==> config.mk <==
export PLATFORM = sky130hd
export DESIGN_NAME = rau_ctrl
export DESIGN_NICKNAME = d
export VERILOG_FILES = /design/src/rtl/core/rau_pkg.sv /design/src/rtl/core/rau_ctrl.sv
export SDC_FILE = /design/constraint.sdc
export NUM_CORES = 1
export LEC_CHECK = 0
export BUFFER_PORTS_ARGS = -buffer_cell sky130_fd_sc_hd__buf_2
export CAP_MARGIN = 40
export CORE_UTILIZATION = 58
export CTS_CLUSTER_SIZE = 20
export DETAILED_ROUTE_END_ITERATION = 12
export PLACE_DENSITY = 0.86
export REMOVE_ABC_BUFFERS = 1
export SLEW_MARGIN = 20
export SYNTH_ARGS = -nofsm -noshare
export SYNTH_HDL_FRONTEND = slang
export SYNTH_SLANG_ARGS = --single-unit
==> constraint.sdc <==
create_clock -name clk -period 4.25 [get_ports clk]
set_clock_uncertainty 0.15 [all_clocks]
set_input_delay 0.2125 -clock clk [delete_from_list [all_inputs] [get_ports clk]]
set_output_delay 0.2125 -clock clk [all_outputs]
set_load 0.03 [all_outputs]
==> src/rtl/core/rau_pkg.sv <==
package rau_pkg;

  localparam int OPW = 16;           // operand field width
  localparam int MW  = 2 * OPW + 1;  // internal magnitude width
  localparam int NUMW = 33;
  localparam int DENW = 31;

  localparam logic [1:0] OP_ADD = 2'd0;
  localparam logic [1:0] OP_SUB = 2'd1;
  localparam logic [1:0] OP_MUL = 2'd2;
  localparam logic [1:0] OP_DIV = 2'd3;

  localparam logic [1:0] ST_OK    = 2'd0;
  localparam logic [1:0] ST_BADEN = 2'd1;
  localparam logic [1:0] ST_DIVZ  = 2'd2;

  // datapath commands from the controller
  typedef enum logic [3:0] {
    CMD_IDLE  = 4'd0,
    CMD_LOAD  = 4'd1,  // capture operands, split signs
    CMD_RED_A = 4'd2,  // start reduction of left operand
    CMD_RED_B = 4'd3,  // start reduction of right operand
    CMD_CROSS = 4'd4,  // form cross products
    CMD_COMB  = 4'd5,  // add, subtract, multiply or divide, load result reduction
    CMD_GSTEP = 4'd6,  // advance the gcd modulo step: load, one remainder bit, or swap
    CMD_DIVQ  = 4'd7,  // start quotient divides
    CMD_DSTEP = 4'd8,  // one restoring divide bit
    CMD_STA   = 4'd9,  // store reduced left operand
    CMD_STB   = 4'd10, // store reduced right operand
    CMD_STR   = 4'd11  // store result to output register
  } cmd_t;

  typedef struct packed {
    logic gcd_done;    // remainder operand is zero
    logic div_done;    // quotient divide finished
    logic den_zero;    // an operand denominator is zero
    logic div_zero;    // divide by zero fraction
    logic red_zero;    // numerator or denominator of reduction is zero
  } stat_t;

endpackage

==> src/rtl/core/rau_ctrl.sv <==
module rau_ctrl (
  input  logic           clk,
  input  logic           rst,
  input  logic           in_valid,
  output logic           in_stall,
  output logic           out_valid,
  input  logic           out_stall,
  input  rau_pkg::stat_t stat,
  output rau_pkg::cmd_t  cmd,
  output logic [1:0]     st_code
);

  typedef enum logic [9:0] {
    S_IDLE  = 10'b0000000001,
    S_CHK   = 10'b0000000010,
    S_START = 10'b0000000100,
    S_GCD   = 10'b0000001000,
    S_DINI  = 10'b0000010000,
    S_DIV   = 10'b0000100000,
    S_STORE = 10'b0001000000,
    S_CROSS = 10'b0010000000,
    S_COMB  = 10'b0100000000,
    S_OUT   = 10'b1000000000
  } state_t;

  state_t     state, state_next;
  logic [1:0] phase, phase_next;   // 0 left, 1 right, 2 result
  logic [1:0] code, code_next;
  logic       ovalid, ovalid_next;

  assign in_stall  = (state != S_IDLE);
  assign out_valid = ovalid;
  assign st_code   = code;

  always_comb begin
    state_next = state; phase_next = phase; code_next = code;
    ovalid_next = ovalid && out_stall;
    cmd = rau_pkg::CMD_IDLE;
    unique case (state)
      S_IDLE: if (in_valid) begin
        cmd = rau_pkg::CMD_LOAD; state_next = S_CHK;
      end
      S_CHK: begin
        phase_next = 2'd0;
        if (stat.den_zero) begin
          code_next = rau_pkg::ST_BADEN; state_next = S_OUT;
        end else begin
          code_next = rau_pkg::ST_OK;
          cmd = rau_pkg::CMD_RED_A; state_next = S_GCD;
        end
      end
      S_START: begin
        cmd = rau_pkg::CMD_RED_B; state_next = S_GCD;
      end
      S_GCD: begin
        if (stat.gcd_done || stat.red_zero) state_next = S_DINI;
        else cmd = rau_pkg::CMD_GSTEP;
      end
      S_DINI: begin cmd = rau_pkg::CMD_DIVQ; state_next = S_DIV; end
      S_DIV: begin
        if (stat.div_done) state_next = S_STORE;
        else cmd = rau_pkg::CMD_DSTEP;
      end
      S_STORE: begin
        if (phase == 2'd0) begin
          cmd = rau_pkg::CMD_STA; phase_next = 2'd1; state_next = S_START;
        end else if (phase == 2'd1) begin
          cmd = rau_pkg::CMD_STB; phase_next = 2'd2; state_next = S_CROSS;
        end else begin
          state_next = S_OUT;
        end
      end
      S_CROSS: begin
        if (stat.div_zero) begin
          code_next = rau_pkg::ST_DIVZ; state_next = S_OUT;
        end else begin
          cmd = rau_pkg::CMD_CROSS; state_next = S_COMB;
        end
      end
      S_COMB: begin cmd = rau_pkg::CMD_COMB; state_next = S_GCD; end
      S_OUT: if (!ovalid) begin
        cmd = rau_pkg::CMD_STR; ovalid_next = 1'b1; state_next = S_IDLE;
      end
      default: state_next = S_IDLE;
    endcase
  end

  always_ff @(posedge clk) begin
    if (rst) begin
      state <= S_IDLE; phase <= 2'd0; code <= rau_pkg::ST_OK; ovalid <= 1'b0;
    end else begin
      state <= state_next; phase <= phase_next; code <= code_next;
      ovalid <= ovalid_next;
    end
  end

`ifndef ASSERT_OFF
  a_onehot: assert property (@(posedge clk) disable iff (rst) $onehot(state))
    else $error("state not one-hot");
  a_hold: assert property (@(posedge clk) disable iff (rst)
    ovalid && out_stall |=> ovalid) else $error("result dropped");
  a_str: assert property (@(posedge clk) disable iff (rst)
    cmd == rau_pkg::CMD_STR |-> !ovalid) else $error("result overwritten");
`endif

endmodule

Word-level counts from Yosys, hierarchy flattened
Cells that the tools add are included.
- flip-flop bits (word level): 15
- output and inout bits: 8
- logic and storage cells: 57
- multiplexer cells: 26
- reduce and logical (&&, ||, !) cells: 9
- eq/ne operators: 18
- operators with widths (kind ; count):
    case mux 10 bit (9 select lines) ; 1
    two-way mux 10 bit ; 8
    case mux 4 bit (10 select lines) ; 1
    two-way mux 4 bit ; 4
    equality test 10 x 1 -> 1 bit, second input constant ; 1
    equality test 10 bit, second input constant ; 1
    equality test 10 x 2 -> 1 bit, second input constant ; 1
    equality test 10 x 3 -> 1 bit, second input constant ; 1
    equality test 10 x 4 -> 1 bit, second input constant ; 1
    equality test 10 x 5 -> 1 bit, second input constant ; 1
    equality test 10 x 6 -> 1 bit, second input constant ; 1
    equality test 10 x 7 -> 1 bit, second input constant ; 1
    equality test 10 x 8 -> 1 bit, second input constant ; 1
    equality test 10 x 9 -> 1 bit, second input constant ; 1
    != test 10 x 1 -> 1 bit, second input constant ; 1
    != test 2 bit, second input constant ; 5
    two-way mux 2 bit ; 4
    case mux 2 bit (2 select lines) ; 2
    two-way mux 3 bit ; 2
    two-way mux 1 bit ; 4
    AND reduction 2 bit ; 2
    AND reduction 4 bit ; 1
    nonzero test 2 bit ; 2
    != test 3 bit, second input constant ; 1
    5 further kinds ; 5

Depth between registers and ports, before layout
- depth in word-level cells: 4
- depth in mapped cells: 5

Worst setup path before layout
No wires, ideal clock.
- path kind: reg2out
- start point: register state[2]
- end point: output port cmd[0]
- setup slack: 1.798 ns
- path buffers: 1
- arrival time: 2.089 ns
- cell stages (with the launch flop): 6
- cell sequence: dfxtp_1 -> buf_1 -> inv_1 -> o21ai_0 -> o21ai_0 -> o311ai_0
- cells in the longest elaborated chain, start to end: 2
- elaborated cells on any way between the ends: 11
- classes of those cells: eq/ne (10); mux (1)
- ends and longest elaborated chain (what ; line ; RTL):
    from (decl) ; rau_ctrl.sv:26 ; state_t state, state_next;
    from (signal assigned) ; rau_ctrl.sv:92 ; state <= state_next; phase <= phase_next; code <= code_next;
    equality test 10 bit (tied with other cells) ; rau_ctrl.sv:39 ; unique case (state)
    case mux 4 bit (10 select lines) * ; rau_ctrl.sv:39 ;
    to (decl) ; rau_ctrl.sv:9 ; output rau_pkg::cmd_t cmd,
Every way passes the cells marked *; elsewhere a longest branch is shown, timed or not.

Worst setup path after layout
- start point: register state[4]
- end point: output port cmd[1]
The elaborated chain is that of the path after synthesis.

==> results.sh <==
export IMPL_cts_clk_slew_worst_paths_ns=0.09
export IMPL_avgRoutedWirePerCell_um=15.8
export IMPL_drive_above_1_share=0.211
export IMPL_timing_slew_headroom=0.647
export IMPL_grt_pass1_wl_mm=3.83
export IMPL_area_growth_pct=9.25
export IMPL_number_of_global_route_vias_before_repair=899
export IMPL_detail_route_wirelength_mm=2.36
export IMPL_vias=998
export IMPL_top_level_ports=17
export IMPL_number_of_instances_in_the_synthesized_netlist=121
export IMPL_htreeDepth=1
export IMPL_setup_worst_path_start_class="flop"
export IMPL_drt_initial_drc_count=57
export IMPL_layout_cells_most_common="sky130_fd_sc_hd__buf_2"
export IMPL_drc=0
export IMPL_max_freq_mhz=401
export IMPL_final_cell_mix="16 x sky130_fd_sc_hd__buf_2, 15 x sky130_fd_sc_hd__dfxtp_1, 11 x sky130_fd_sc_hd__nor3_1, 9 x sky130_fd_sc_hd__nand3_1, 9 x sky130_fd_sc_hd__a21oi_1"
export IMPL_detailedPlacementHpwl_mm=1.75
export IMPL_setup_tns_final_ns=0
export IMPL_ys_seq_elements=15
export IMPL_layout_worst_path_cycle_share=0.586
export IMPL_final_antenna_net_count=0
export IMPL_diodes=0
export IMPL_syn_area_per_cell_um2=8.04
export IMPL_fillerInstances=123
export IMPL_cts_repair_timing_setup_buffer_count=0
export IMPL_grtUsageTotal=0.275
export IMPL_finalNonFillerCells=149
export IMPL_cell_count_post_placement=144
export IMPL_maxSlewViolCount=0
export IMPL_tritoncts="done"
export IMPL_drt_first_pass_iters=4
export IMPL_initial_utilization=0.631
export IMPL_rsz0062_at_grt="no"
export IMPL_status="finished, final reports clean"
export IMPL_number_of_nets_at_the_end_of_the_flow=143
export IMPL_cp_data_required_time_ns=3.89
export IMPL_tritoncts_num_sinks=15
export IMPL_ys_seq_area_frac=0.308
export IMPL_fp_coreArea_mm2=0.00154
export IMPL_rows=14
export IMPL_reg2reg_depth=4
export IMPL_grt_max_degree=15
export IMPL_cp_top_family="simple AND/OR/NAND/NOR gates"
export IMPL_synth_flop_cell="sky130_fd_sc_hd__dfxtp_1"
export IMPL_path_depth=5
export IMPL_dieWidth_um=43.0
export IMPL_worst_path_largest_cell_delay_ns=0.42
export IMPL_cts_made_buffers=3
export IMPL_synth_warn=0
export IMPL_finalHoldViolations=0
export IMPL_async_set_or_reset_flop_fraction_in_the_synthesized_netlist=0
export IMPL_clkLatencyLatePin_ns=0.28
export IMPL_timing_critical_path_slowest_stage_cell="sky130_fd_sc_hd__dfxtp_1"
export IMPL_hold_class="in -> reg"
export IMPL_worstSetupEndpointType="primary output"
export IMPL_crit_chain="nor4_4, nand4_1, o32a_1, nand4_1, buf_2"
export IMPL_port_buffer_count=16
export IMPL_grt_overflow_total=0
export IMPL_max_ir_drop_vdd_mv=0.285
export IMPL_power_density_mw_per_mm2=259
export IMPL_number_of_antenna_violations_at_the_first_check_in_global_routing=0
export IMPL_setup_viol=0
export IMPL_place_congestion=0.898
export IMPL_crit_buf_inv=1
export IMPL_min_path_cells=3
export IMPL_static_leakage_power_nw=0.386
export IMPL_avgViaCountPerCell=6.70
export IMPL_drv_cap=0
export IMPL_path_common_cell="sky130_fd_sc_hd__nand4_1"
export IMPL_clock_tree_root_cell="sky130_fd_sc_hd__clkbuf_4"
export IMPL_netlist_cell_type_count=43
export IMPL_critical_path_peak_fanout=9
export IMPL_floorplan_die_height_um=43.0
export IMPL_criticalPathCategory="reg -> out"
export IMPL_worst_slew_pin_transition_ns=0.522
export IMPL_clock_tree_buffer_depth=2
export IMPL_synth_area_um2=973
export IMPL_edff_count_synth=0
export IMPL_cp_data_arrival_time_ns=2.13
export IMPL_design_power_total_uw=275
export IMPL_overall_die_area_mm2=0.00185
export IMPL_period_minus_slack_ns=2.49
export IMPL_layout_core_utilization=0.690
what timing repair did:
action                                  in CTS  in global routing
hold buffers                                 1                  0
gates resized for setup                      0                  0
hold endpoints to repair                     1                  0
endpoints found under the setup margin       0                  0
report_power, final:
part,switching (mW),internal [mW],total [mW]
Sequential,0.00760,0.143,0.150
Combinational,0.0268,0.0171,0.0439
Clock,0.0461,0.0350,0.0811
Total,0.0805,0.195,0.275
metrics by stage:
step                      setup slack [ns]  hold slack (ns)  cell area [µm²]
after floorplan                       1.85            0.125              926
after global placement                2.11            0.260             1030
after detailed placement              2.12            0.266             1030
after CTS                             1.79           0.0261             1060
after global routing                  1.67          0.00825             1060
final                                 1.76           0.0272             1060
worst min-delay path: cells and delay by family:
family / cells / cell delay (ns)
AO/OA/AOI/OAI: 1 / 0.05
buffers and inverters: 1 / 0.10
AND/OR/NAND/NOR: 1 / 0.06
path summary, 6_finish.rpt:
check | startpoint | endpoint | slack, ns
setup / recovery | state[4] | cmd[1] | 1.76
hold / removal | out_stall | out_valid | 0.03
setup reg to reg | state[4] | state[6] | 2.22
hold reg to reg | phase[0] | state[2] | 0.31
synthesized netlist by cell type (3+ instances only):
| master | count | area share |
|---|---|---|
| sky130_fd_sc_hd__a21oi_1 | 9 | 0.046 |
| sky130_fd_sc_hd__buf_2 | 4 | 0.021 |
| sky130_fd_sc_hd__dfxtp_1 | 15 | 0.31 |
| sky130_fd_sc_hd__inv_1 | 5 | 0.019 |
| sky130_fd_sc_hd__nand2_1 | 7 | 0.027 |
| sky130_fd_sc_hd__nand3_1 | 9 | 0.046 |
| sky130_fd_sc_hd__nand4_1 | 5 | 0.032 |
| sky130_fd_sc_hd__nor2_1 | 6 | 0.023 |
| sky130_fd_sc_hd__nor2b_1 | 3 | 0.019 |
| sky130_fd_sc_hd__nor3_1 | 11 | 0.057 |
| sky130_fd_sc_hd__nor4_4 | 3 | 0.066 |
| sky130_fd_sc_hd__nor4b_1 | 4 | 0.036 |
| sky130_fd_sc_hd__o21ai_0 | 6 | 0.031 |
registers in the layout, indices dropped and copies added, names as in the netlist:
register and flops:
state 10, out_valid 1, st_code 2, phase 2
per-layer routing:
layer	up-vias	wire length [µm]	GRT usage
li1	476	-	-
met1	450	968	0.332
met2	61	1110	0.439
met3	11	217	0.0936
met4	0	62	0.127
met5	-	0	0
cell families after synthesis:
group | synth area share
AND/OR/NAND/NOR | 0.428
AO/OA/AOI/OAI | 0.177
flip-flops | 0.308
buffers and inverters | 0.0681
XOR/XNOR | 0.0180
layout make-up:
cell class              count  area, µm²  area share
multi-input cells          92        607       0.571
well taps                  16       20.0      0.0188
clock buffers               3       22.5      0.0212
inverters                   5       18.8      0.0176
clock inverters             1       5.00     0.00471
flip-flops and latches     15        300       0.282
repair buffers             17       90.1      0.0847
Power figures use the tool's default switching activity.
